`config.mk`:
```
export PLATFORM = sky130hd
export DESIGN_NAME = crc16_crc32_bytewise_engine_flat
export DESIGN_NICKNAME = d
export VERILOG_FILES = /design/src/hw/rtl/crcbe_pkg.sv /design/src/hw/rtl/crcbe_in_if.sv /design/src/hw/rtl/crcbe_out_if.sv /design/src/hw/rtl/crc16_crc32_bytewise_engine.sv /design/src/hw/rtl/crcbe_regs.sv /design/src/hw/rtl/crcbe_fold.sv /design/src/flat_wrapper.sv
export SDC_FILE = /design/constraint.sdc
export NUM_CORES = 1
export LEC_CHECK = 0
export BUFFER_PORTS_ARGS = -buffer_cell sky130_fd_sc_hd__buf_2
export CAP_MARGIN = 10
export CELL_PAD_IN_SITES_DETAIL_PLACEMENT = 1
export CELL_PAD_IN_SITES_GLOBAL_PLACEMENT = 1
export CORE_UTILIZATION = 45
export DETAILED_ROUTE_END_ITERATION = 6
export MAX_ROUTING_LAYER = met4
export PLACE_DENSITY = 0.88
export SLEW_MARGIN = 20
export SYNTH_ARGS = -nofsm -noshare
export SYNTH_HDL_FRONTEND = slang
export SYNTH_SLANG_ARGS = --single-unit
export TNS_END_PERCENT = 20
```
`constraint.sdc`:
```
create_clock -name i_clk -period 5.6 [get_ports i_clk]
set_input_delay 0.28 -clock i_clk [delete_from_list [all_inputs] [get_ports i_clk]]
set_output_delay 0.28 -clock i_clk [all_outputs]
set_load 0.02 [all_outputs]
```
`src/hw/rtl/crcbe_pkg.sv`:
```
package crcbe_pkg;

    localparam int unsigned DATA_W   = 8;
    localparam int unsigned CRC_W    = 32;
    localparam int unsigned HALF_W   = 16;
    localparam int unsigned APB_W    = 32;
    localparam int unsigned ADDR_W   = 3;

    localparam logic        REG_IDX_MODE = 1'b0;
    localparam logic        REG_IDX_POLY = 1'b1;

    localparam logic        MODE_CRC16 = 1'b0;
    localparam logic        MODE_CRC32 = 1'b1;

    localparam logic [CRC_W-1:0] POLY_RESET = 32'h04C1_1DB7;

    typedef struct packed {
        logic             width_mode;
        logic [CRC_W-1:0] polynomial;
    } t_cfg;

endpackage

```
`src/hw/rtl/crcbe_in_if.sv`:
```
interface crcbe_in_if;

    logic                             valid;
    logic                             ready;
    logic [crcbe_pkg::DATA_W-1:0]     data_byte;
    logic                             last_byte;

    modport source (output valid, output data_byte, output last_byte, input ready);
    modport sink   (input valid, input data_byte, input last_byte, output ready);

endinterface

```
`src/hw/rtl/crcbe_out_if.sv`:
```
interface crcbe_out_if;

    logic                             valid;
    logic                             ready;
    logic [crcbe_pkg::CRC_W-1:0]      crc_value;
    logic                             is_final;

    modport source (output valid, output crc_value, output is_final, input ready);
    modport sink   (input valid, input crc_value, input is_final, output ready);

endinterface

```
`src/hw/rtl/crc16_crc32_bytewise_engine.sv`:
```
// Byte-wise CRC-16/CRC-32 engine (MSB first, non-reflected, zero init, no final XOR).
// Takes one byte per cycle on i_byte_if while the output is not stalled, and returns
// one word per byte on o_crc_if via the input and result registers. The byte is captured
// in an input register; the eight-bit fold into the running CRC is done in logic
// between that register and the result register, and the accumulator is updated in
// the same cycle, so consecutive bytes of a message flow without gaps. A result
// held by a stalled sink blocks a full input register, which then takes no new
// byte. After a byte flagged as last, the accumulator returns to zero for the next message.
// Registers (APB, 32-bit words): 0x0 width_mode (0 = CRC-16, 1 = CRC-32, reset 1),
// 0x4 polynomial without its top bit (reset 0x04C11DB7; low 16 bits in CRC-16 mode).
// Change registers only while the engine is idle.
module crc16_crc32_bytewise_engine (
    input  logic                            i_clk,
    input  logic                            i_rst_n,
    crcbe_in_if.sink                        i_byte_if,
    crcbe_out_if.source                     o_crc_if,
    input  logic                            psel,
    input  logic                            penable,
    input  logic                            pwrite,
    input  logic [crcbe_pkg::ADDR_W-1:0]    paddr,
    input  logic [crcbe_pkg::APB_W-1:0]     pwdata,
    output logic [crcbe_pkg::APB_W-1:0]     prdata,
    output logic                            pready
);

    crcbe_pkg::t_cfg                    w_cfg;
    logic                               r_s1_valid;
    logic [crcbe_pkg::DATA_W-1:0]       r_s1_byte;
    logic                               r_s1_last;
    logic [crcbe_pkg::CRC_W-1:0]        r_acc;
    logic [crcbe_pkg::CRC_W-1:0]        n_crc;
    logic                               r_out_valid;
    logic [crcbe_pkg::CRC_W-1:0]        r_out_crc;
    logic                               r_out_final;
    logic                               w_s1_adv;
    logic                               w_in_acc;

    crcbe_regs u_regs (
        .i_clk   (i_clk),
        .i_rst_n (i_rst_n),
        .psel    (psel),
        .penable (penable),
        .pwrite  (pwrite),
        .paddr   (paddr),
        .pwdata  (pwdata),
        .prdata  (prdata),
        .pready  (pready),
        .o_cfg   (w_cfg)
    );

    crcbe_fold u_fold (
        .i_cfg  (w_cfg),
        .i_acc  (r_acc),
        .i_data (r_s1_byte),
        .o_crc  (n_crc)
    );

    assign w_s1_adv        = r_s1_valid && (!r_out_valid || o_crc_if.ready);
    assign i_byte_if.ready = !r_s1_valid || w_s1_adv;
    assign w_in_acc        = i_byte_if.valid && i_byte_if.ready;

    // capture byte
    always_ff @(posedge i_clk) begin
        if (!i_rst_n) begin
            r_s1_valid <= 1'b0;
        end else if (i_byte_if.ready) begin
            r_s1_valid <= i_byte_if.valid;
        end
    end

    always_ff @(posedge i_clk) begin
        if (w_in_acc) begin
            r_s1_byte <= i_byte_if.data_byte;
            r_s1_last <= i_byte_if.last_byte;
        end
    end

    // advance accumulator; drop to zero after last byte
    always_ff @(posedge i_clk) begin
        if (!i_rst_n) begin
            r_acc <= '0;
        end else if (w_s1_adv) begin
            r_acc <= r_s1_last ? '0 : n_crc;
        end
    end

    // hold result until taken
    always_ff @(posedge i_clk) begin
        if (!i_rst_n) begin
            r_out_valid <= 1'b0;
        end else if (w_s1_adv) begin
            r_out_valid <= 1'b1;
        end else if (o_crc_if.ready) begin
            r_out_valid <= 1'b0;
        end
    end

    always_ff @(posedge i_clk) begin
        if (w_s1_adv) begin
            r_out_crc   <= n_crc;
            r_out_final <= r_s1_last;
        end
    end

    assign o_crc_if.valid     = r_out_valid;
    assign o_crc_if.crc_value = r_out_crc;
    assign o_crc_if.is_final  = r_out_final;

endmodule

```
`src/hw/rtl/crcbe_regs.sv`:
```
module crcbe_regs (
    input  logic                            i_clk,
    input  logic                            i_rst_n,
    input  logic                            psel,
    input  logic                            penable,
    input  logic                            pwrite,
    input  logic [crcbe_pkg::ADDR_W-1:0]    paddr,
    input  logic [crcbe_pkg::APB_W-1:0]     pwdata,
    output logic [crcbe_pkg::APB_W-1:0]     prdata,
    output logic                            pready,
    output crcbe_pkg::t_cfg                 o_cfg
);

    logic                           w_wr;
    logic                           w_idx;
    logic                           r_width_mode;
    logic [crcbe_pkg::CRC_W-1:0]    r_polynomial;

    assign w_wr   = psel && penable && pwrite;
    assign w_idx  = paddr[crcbe_pkg::ADDR_W-1];
    assign pready = 1'b1;

    always_ff @(posedge i_clk) begin
        if (!i_rst_n) begin
            r_width_mode <= crcbe_pkg::MODE_CRC32;
            r_polynomial <= crcbe_pkg::POLY_RESET;
        end else if (w_wr) begin
            case (w_idx)
                crcbe_pkg::REG_IDX_MODE: r_width_mode <= pwdata[0];
                crcbe_pkg::REG_IDX_POLY: r_polynomial <= pwdata;
                default: begin
                end
            endcase
        end
    end

    always_comb begin
        case (w_idx)
            crcbe_pkg::REG_IDX_MODE: prdata = {{(crcbe_pkg::APB_W-1){1'b0}}, r_width_mode};
            crcbe_pkg::REG_IDX_POLY: prdata = r_polynomial;
            default:                 prdata = '0;
        endcase
    end

    assign o_cfg.width_mode = r_width_mode;
    assign o_cfg.polynomial = r_polynomial;

endmodule

```
`src/hw/rtl/crcbe_fold.sv`:
```
module crcbe_fold (
    input  crcbe_pkg::t_cfg                 i_cfg,
    input  logic [crcbe_pkg::CRC_W-1:0]     i_acc,
    input  logic [crcbe_pkg::DATA_W-1:0]    i_data,
    output logic [crcbe_pkg::CRC_W-1:0]     o_crc
);

    logic [crcbe_pkg::CRC_W-1:0]    w_a32;
    logic [crcbe_pkg::HALF_W-1:0]   w_a16;
    logic [crcbe_pkg::HALF_W-1:0]   w_p16;

    always_comb begin
        w_a32 = i_acc ^ {i_data, {(crcbe_pkg::CRC_W-crcbe_pkg::DATA_W){1'b0}}};
        w_a16 = i_acc[crcbe_pkg::HALF_W-1:0]
              ^ {i_data, {(crcbe_pkg::HALF_W-crcbe_pkg::DATA_W){1'b0}}};
        w_p16 = i_cfg.polynomial[crcbe_pkg::HALF_W-1:0];
        for (int k = 0; k < crcbe_pkg::DATA_W; k++) begin
            if (w_a32[crcbe_pkg::CRC_W-1]) begin
                w_a32 = {w_a32[crcbe_pkg::CRC_W-2:0], 1'b0} ^ i_cfg.polynomial;
            end else begin
                w_a32 = {w_a32[crcbe_pkg::CRC_W-2:0], 1'b0};
            end
            if (w_a16[crcbe_pkg::HALF_W-1]) begin
                w_a16 = {w_a16[crcbe_pkg::HALF_W-2:0], 1'b0} ^ w_p16;
            end else begin
                w_a16 = {w_a16[crcbe_pkg::HALF_W-2:0], 1'b0};
            end
        end
        if (i_cfg.width_mode == crcbe_pkg::MODE_CRC32) begin
            o_crc = w_a32;
        end else begin
            o_crc = {{(crcbe_pkg::CRC_W-crcbe_pkg::HALF_W){1'b0}}, w_a16};
        end
    end

endmodule
```
`src/flat_wrapper.sv`:
```
// flat-port wrapper written by rule: the top's interface ports become plain ports
module crc16_crc32_bytewise_engine_flat 
  (i_clk, i_rst_n, psel, penable, pwrite, paddr, pwdata, prdata, pready, i_byte_if_valid, i_byte_if_data_byte, i_byte_if_last_byte, i_byte_if_ready, o_crc_if_valid, o_crc_if_crc_value, o_crc_if_is_final, o_crc_if_ready);
  crcbe_in_if i_byte_if_i ();
  crcbe_out_if o_crc_if_i ();
  input  logic i_clk;
  input  logic i_rst_n;
  input  logic psel;
  input  logic penable;
  input  logic pwrite;
  input  logic [crcbe_pkg::ADDR_W-1:0] paddr;
  input  logic [crcbe_pkg::APB_W-1:0] pwdata;
  output logic [crcbe_pkg::APB_W-1:0] prdata;
  output logic pready;
  input wire logic [$bits(i_byte_if_i.valid)-1:0] i_byte_if_valid;
  input wire logic [$bits(i_byte_if_i.data_byte)-1:0] i_byte_if_data_byte;
  input wire logic [$bits(i_byte_if_i.last_byte)-1:0] i_byte_if_last_byte;
  output wire logic [$bits(i_byte_if_i.ready)-1:0] i_byte_if_ready;
  output wire logic [$bits(o_crc_if_i.valid)-1:0] o_crc_if_valid;
  output wire logic [$bits(o_crc_if_i.crc_value)-1:0] o_crc_if_crc_value;
  output wire logic [$bits(o_crc_if_i.is_final)-1:0] o_crc_if_is_final;
  input wire logic [$bits(o_crc_if_i.ready)-1:0] o_crc_if_ready;
  assign i_byte_if_i.valid = i_byte_if_valid;
  assign i_byte_if_i.data_byte = i_byte_if_data_byte;
  assign i_byte_if_i.last_byte = i_byte_if_last_byte;
  assign i_byte_if_ready = i_byte_if_i.ready;
  assign o_crc_if_valid = o_crc_if_i.valid;
  assign o_crc_if_crc_value = o_crc_if_i.crc_value;
  assign o_crc_if_is_final = o_crc_if_i.is_final;
  assign o_crc_if_i.ready = o_crc_if_ready;
  crc16_crc32_bytewise_engine u_core (.i_clk(i_clk), .i_rst_n(i_rst_n), .i_byte_if(i_byte_if_i), .o_crc_if(o_crc_if_i), .psel(psel), .penable(penable), .pwrite(pwrite), .paddr(paddr), .pwdata(pwdata), .prdata(prdata), .pready(pready));
endmodule
```
==> impl_metrics.json, run 1 <==
{
  "final_antenna_net_count": 0,
  "synth_commonest_cells": "nand2_1, xnor2_1, clkbuf_1",
  "clk_pin_slew_ns": 0.09,
  "port_buffers": 115,
  "yosys.area_share.adder_pct": 0,
  "ys_ff_latch": 109,
  "total_power_uw": 4930,
  "synth_ff_type": "dfxtp_1",
  "pre_cts_slack_ns": 0.537,
  "finalSetupViolations": 0,
  "min_period_ns": 5.05,
  "drcViolationCount": 0,
  "yosys_warnings": 0,
  "synth_largest_area_cell": "xnor2_1",
  "wl_per_cell_um": 21.2,
  "numCtsBuffers": 9,
  "grt_remaining_overflow": 0,
  "gp_congestion": 0.909,
  "rsz0062_at_grt": "no",
  "fmax_mhz": 198,
  "rr_startpoint": "u_core.r_s1_byte[5]",
  "ys_async_sr_fraction_pct": 0,
  "r2r_slack_ns": 0.55,
  "synth_compound_area_share_pct": 15.7,
  "clock-sinks": 109,
  "first_pass_iters": 5,
  "power_switching_uw": 2210,
  "syn_avg_cell_area_sq_um": 7.61,
  "synth_top_family_by_area": "XOR/XNOR gates",
  "pwr-share-comb_pct": 64.6,
  "fp.dieW_um": 158,
  "powerDensity_mw_per_mm2": 411,
  "cts_max_level": 3,
  "synthCells": 1433,
  "insertion_delay_ns": 0.38,
  "synthSimpleGateAreaFrac_pct": 23.5,
  "fin_crit_sh_pct": 90.2,
  "pwr-share-clk_pct": 13.9,
  "area_growth_pct": 10.1,
  "io_pins": 119,
  "grt_first_pass_wirelength_um": 60500,
  "p_int_uw": 2720,
  "synth_area_leaders": "xnor2_1, nand2_1, dfxtp_1, edfxtp_1, xnor3_1",
  "viasPerCell": 5.89,
  "cts_root_buffer": "clkbuf_16",
  "drt_wl_total_um": 38200,
  "grt_usage_pct": 32.4,
  "start_util_pct": 46.2,
  "clk_path_buf_depth": 2,
  "final_util_pct": 50.8,
  "cp-startpoint": "u_core.r_s1_byte[5]",
  "final_hold_viol_count": 0,
  "worstPathMaxFanout": 13,
  "grt_max_degree": 39,
  "setup-tns-final_ns": 0,
  "dr.first_iter.drc_count": 748,
  "fill_cells": 3003,
  "dieArea_sq_mm": 0.0249,
  "fin_skew_ns": 0.0107,
  "vias": 10600,
  "core_area_sq_mm": 0.0236,
  "critPathRequiredTime_ns": 5.67,
  "synth_cell_types": 81,
  "grt_pass1_vias": 10900,
  "synth-xor-area-share_pct": 30.4,
  "swShare_pct": 44.8,
  "synth_seq_area_share_pct": 23.9,
  "antenna_found_initial": 1,
  "crit_arrival_ns": 5.12,
  "slew_viol_final": 0,
  "hold_class": "in -> reg",
  "synth_top_area_share_pct": 21.5,
  "tightest_slew_ns": 0.929,
  "chipHeight_um": 158,
  "irDropWorstVdd_uv": 176,
  "synthMuxAreaShare_pct": 0.952,
  "seqPwrFrac_pct": 21.5,
  "cts_tree": "yes",
  "drive_gt1_share_pct": 14.7,
  "worst-setup-path-type": "reg -> reg",
  "ctsHoldBuffers": 0,
  "total_leakage_power_uw": 0.00464,
  "cp-start-kind": "flop",
  "worst_r2r_path_depth": 13,
  "worst_slack_ns": 0.551,
  "synth_nets": 1484,
  "maxCapViolations": 0,
  "rows": 56,
  "crit_path_end_kind": "flop",
  "syn_area_sq_mm": 0.0109,
  "rr_endpoint": "u_core.o_crc_if.crc_value[3]",
  "crit_end": "u_core.o_crc_if.crc_value[3]",
  "dp_hpwl_um": 26300,
  "outcome": "finished clean",
  "synthMostInstantiatedCell": "nand2_1",
  "cts_setup_buffers": 0,
  "min-delay-start": "i_byte_if_data_byte[1]",
  "relSlewSlack_pct": 38.0,
  "fin_nets": 1529,
  "synth_edf_count": 42
}
-- final cells by class --
type | instances | area, sq um | area share (%)
multi-input cells | 1179 | 7720 | 64.4
inverters | 20 | 75.1 | 0.626
clock buffers | 9 | 225 | 1.88
well taps | 319 | 399 | 3.33
diodes | 1 | 2.50 | 0.0209
flip-flops and latches | 109 | 2600 | 21.7
repair buffers | 159 | 906 | 7.55
clock inverters | 7 | 66.3 | 0.553
-- metal layers --
layer	global-route usage (%)	vias up	routed length (um)
met4	12.9	0	1220
met3	3.48	79	2440
met1	40.4	5266	16000
met2	53.6	424	18600
li1	-	4851	-
met5	-	-	0
-- cells in the final DEF, fill, tap and decap left out, types with 27 or more instances in the layout --
cell type  Yosys  final
xnor2_1      268    266
buf_2         17    115
nand2_1      366    366
dfxtp_1       67     67
edfxtp_1      42     42
buf_4          2     44
o21ai_0       27     27
nand3_1       36     36
nor2_1        59     58
a21oi_1       43     43
nor3_1        27     27
and2_1        36     35
xor2_1        43     42
-- per-stage QoR --
step,cell area [sq um],hold WS (ns),std cells
global route,12000,0.0739,1803
global placement,11700,0.448,1786
detailed placement,11700,0.462,1786
floorplan,10900,0.379,1433
CTS,12000,0.0708,1802
finish,12000,0.0765,1803
-- critical path, cell delays in order, from the launching register on --
cell	delay [ns]
edfxtp_1	0.58
xnor2_1	0.58
nor3_1	0.11
or2_2	0.35
a221oi_2	0.42
mux2_2	0.40
a32oi_1	0.42
nand4b_1	0.22
a31o_2	0.40
a21oi_1	0.18
xnor3_1	0.44
and3_1	0.21
nor3_1	0.32
a311oi_1	0.11
-- how the worst min path moves through the flow --
stage / to / slack [ns] / depth (start not counted)
after floorplan: u_core.r_s1_byte[0] / 0.38 / 0
after global placement: u_core.r_acc[17] / 0.45 / 2
after detailed placement: u_core.r_s1_byte[2] / 0.46 / 1
after CTS: u_core.r_s1_byte[1] / 0.07 / 1
after global routing: u_core.r_s1_byte[1] / 0.07 / 1
final: u_core.r_s1_byte[1] / 0.08 / 1
-- kinds of logic after synthesis --
| group | after synthesis |
|---|---|
| simple gates | 586 |
| mux | 10 |
| other cells | 1 |
| xor+xnor | 338 |
| buf+inv | 145 |
| compound gates | 244 |
| flops | 109 |
-- power groups by stage --
stage	registers (uW)	logic (uW)	clock network, uW
3_5_place_dp	1070	3100	0
5_1_grt	1070	3400	712
6_report	1060	3190	684
4_1_cts	1060	3150	690
3_3_place_gp	1070	2990	0
2_1_floorplan	1100	2390	0
-- sequential cells by signal, indices dropped and copies added (netlist names) --
register / cells
u_core.r_s1_valid: 1
u_core.o_crc_if.crc_value: 32
u_core.u_regs.r_polynomial: 32
u_core.u_regs.r_width_mode: 1
u_core.o_crc_if.valid: 1
u_core.o_crc_if.is_final: 1
u_core.r_s1_last: 1
u_core.r_s1_byte: 8
u_core.r_acc: 32
-- what timing repair did --
| item | CTS | global route |
|---|---|---|
| resized for setup | 0 | 1 |
| endpoints found under the setup margin | 0 | 9 |
| hold endpoints to repair | 0 | 0 |
No activity file was read; power rests on OpenSTA's default activity.
==> run 2, diff against run 1 <==
==> constraint.sdc (replaced) <==
create_clock -name i_clk -period 5.6 [get_ports i_clk]
set_input_delay 0 -clock i_clk [delete_from_list [all_inputs] [get_ports i_clk]]
set_output_delay 0 -clock i_clk [all_outputs]
set_load 0.02 [all_outputs]
==> run 2 against run 1 <==
- final area up 3.8%
- sequential share of layout area down 0.80 points
- critical path depth up 2
- core utilization up 1.9 points
- count of clock-buffer cells in the layout up 1
- register-to-register slack worse by 0.19 ns
- largest power group unchanged
==> impl_metrics.json, run 2 (same netlist as run 1, synthesis figures left out) <==
{
  "insertion_delay_ns": 0.37,
  "cp_top_family": "compound AO/OA/AOI/OAI gates",
  "n_antenna_cell": 0,
  "grt_first_pass_wirelength_um": 63700,
  "maxCapViolations": 0,
  "crit_path_end_kind": "flop",
  "ctsResizeCount": 0,
  "drt_wl_total_um": 41000,
  "grt_usage_pct": 34.4,
  "hold_class": "in -> reg",
  "port_buffers": 115,
  "fp.dieW_um": 158,
  "clock-sinks": 109,
  "finalSetupViolations": 0,
  "slowest_stage": "edfxtp_1",
  "cts_setup_buffers": 0,
  "min_period_ns": 5.24,
  "chipHeight_um": 158,
  "cts_max_level": 3,
  "total_power_uw": 5010,
  "total_leakage_power_uw": 0.00483,
  "clk_path_buf_depth": 2,
  "first_pass_iters": 5,
  "setup-tns-final_ns": 0,
  "antenna_found_initial": 0,
  "critPathRequiredTime_ns": 5.71,
  "rsz0062_at_grt": "no",
  "fin_skew_ns": 0.0138,
  "fmax_mhz": 191,
  "gp_congestion": 0.901,
  "path_buf_inv": 2,
  "grt_remaining_overflow": 0,
  "io_pins": 119,
  "wl_per_cell_um": 22.2,
  "layout.cells.most_common": "nand2_1",
  "dp_hpwl_um": 26400,
  "dr.first_iter.drc_count": 951,
  "rows": 56,
  "instances_no_fill": 1848,
  "final_hold_viol_count": 0,
  "cts_tree": "yes",
  "core_area_sq_mm": 0.0236,
  "timing.hold.ws_ns": 0.0172,
  "start_util_pct": 46.2,
  "grt_pass1_vias": 11400,
  "outcome": "finished clean",
  "cp-start-kind": "flop",
  "slew_viol_final": 0,
  "worst-setup-path-type": "reg -> reg",
  "dieArea_sq_mm": 0.0249,
  "numCtsBuffers": 9,
  "worstPathMaxFanout": 25,
  "cts_root_buffer": "clkbuf_16",
  "area_growth_pct": 14.3,
  "clk_pin_slew_ns": 0.09,
  "powerDensity_mw_per_mm2": 402,
  "worstPathCellList": "xor2_2 > buf_4 > nor4_1 > a311oi_1 > o21ai_1 > a311oi_4 > xor2_2 > nor3_4 > o32ai_1 > o31ai_1 > and2_1 > buf_4 > nand2_1 > xnor2_1 > nor2_1",
  "place_inst": 1787,
  "cp_slowest_stage_delay_ns": 0.61,
  "drcViolationCount": 0,
  "relSlewSlack_pct": 41.2,
  "crit_arrival_ns": 5.36,
  "ctsHoldBuffers": 45,
  "final_antenna_net_count": 0,
  "layout_common_cells": "nand2_1, xnor2_1, buf_2",
  "drive_gt1_share_pct": 14.3,
  "grt_max_degree": 39,
  "tightest_slew_ns": 0.883,
  "viasPerCell": 5.97,
  "fin_crit_sh_pct": 93.6,
  "irDropWorstVdd_uv": 215,
  "fin_nets": 1575,
  "vias": 11000
}
==> run 2: path summary, 6_finish.rpt <==
path,startpoint,endpoint,slack [ns],depth (start not counted)
worst max-delay path,u_core.r_s1_byte[7],u_core.o_crc_if.crc_value[24],0.36,15
worst max register to register,u_core.r_s1_byte[7],u_core.o_crc_if.crc_value[24],0.36,15
worst min register to register,u_core.r_acc[23],u_core.r_acc[23],0.47,2
worst min-delay path,pwrite,u_core.u_regs.r_width_mode,0.02,4
==> run 2: metal layers <==
layer	share of wire [%]	routed length, um	track usage (%)	vias up
met1	41	16700	42.1	5532
met4	3.0	1210	13.2	0
met5	0	0	-	-
li1	-	-	-	4942
met3	7.0	2850	4.08	98
met2	49	20200	57.8	463
==> run 2: power by group <==
part           internal (uW)  switching [uW]
clock                    318             367
combinational           1450            1820
sequential               973            82.9
==> run 2: per-stage QoR <==
| step | utilization, % | setup WS (ns) | cell area [sq um] |
|---|---|---|---|
| floorplan | - | 1.42 | 10900 |
| global placement | 49.6 | 0.796 | 11700 |
| detailed placement | 49.6 | 0.608 | 11700 |
| CTS | 52.8 | 0.520 | 12500 |
| global route | 52.8 | 0.153 | 12500 |
| finish | 52.8 | 0.359 | 12500 |
==> run 2: layout make-up <==
type / count / area (sq um)
clock inverters: 6 / 67.6
multi-input cells: 1179 / 7720
flip-flops and latches: 109 / 2600
fillers: 2958 / 11200
well taps: 319 / 399
inverters: 20 / 75.1
repair buffers: 205 / 1360
clock buffers: 10 / 229
==> run 2: worst reg2reg max path, cell delays in order (launching register included) <==
cell      delay (ns)
edfxtp_1        0.61
xor2_2          0.34
buf_4           0.40
nor4_1          0.11
a311oi_1        0.32
o21ai_1         0.17
a311oi_4        0.42
xor2_2          0.19
nor3_4          0.48
o32ai_1         0.19
o31ai_1         0.39
and2_1          0.49
buf_4           0.33
nand2_1         0.11
xnor2_1         0.35
nor2_1          0.09
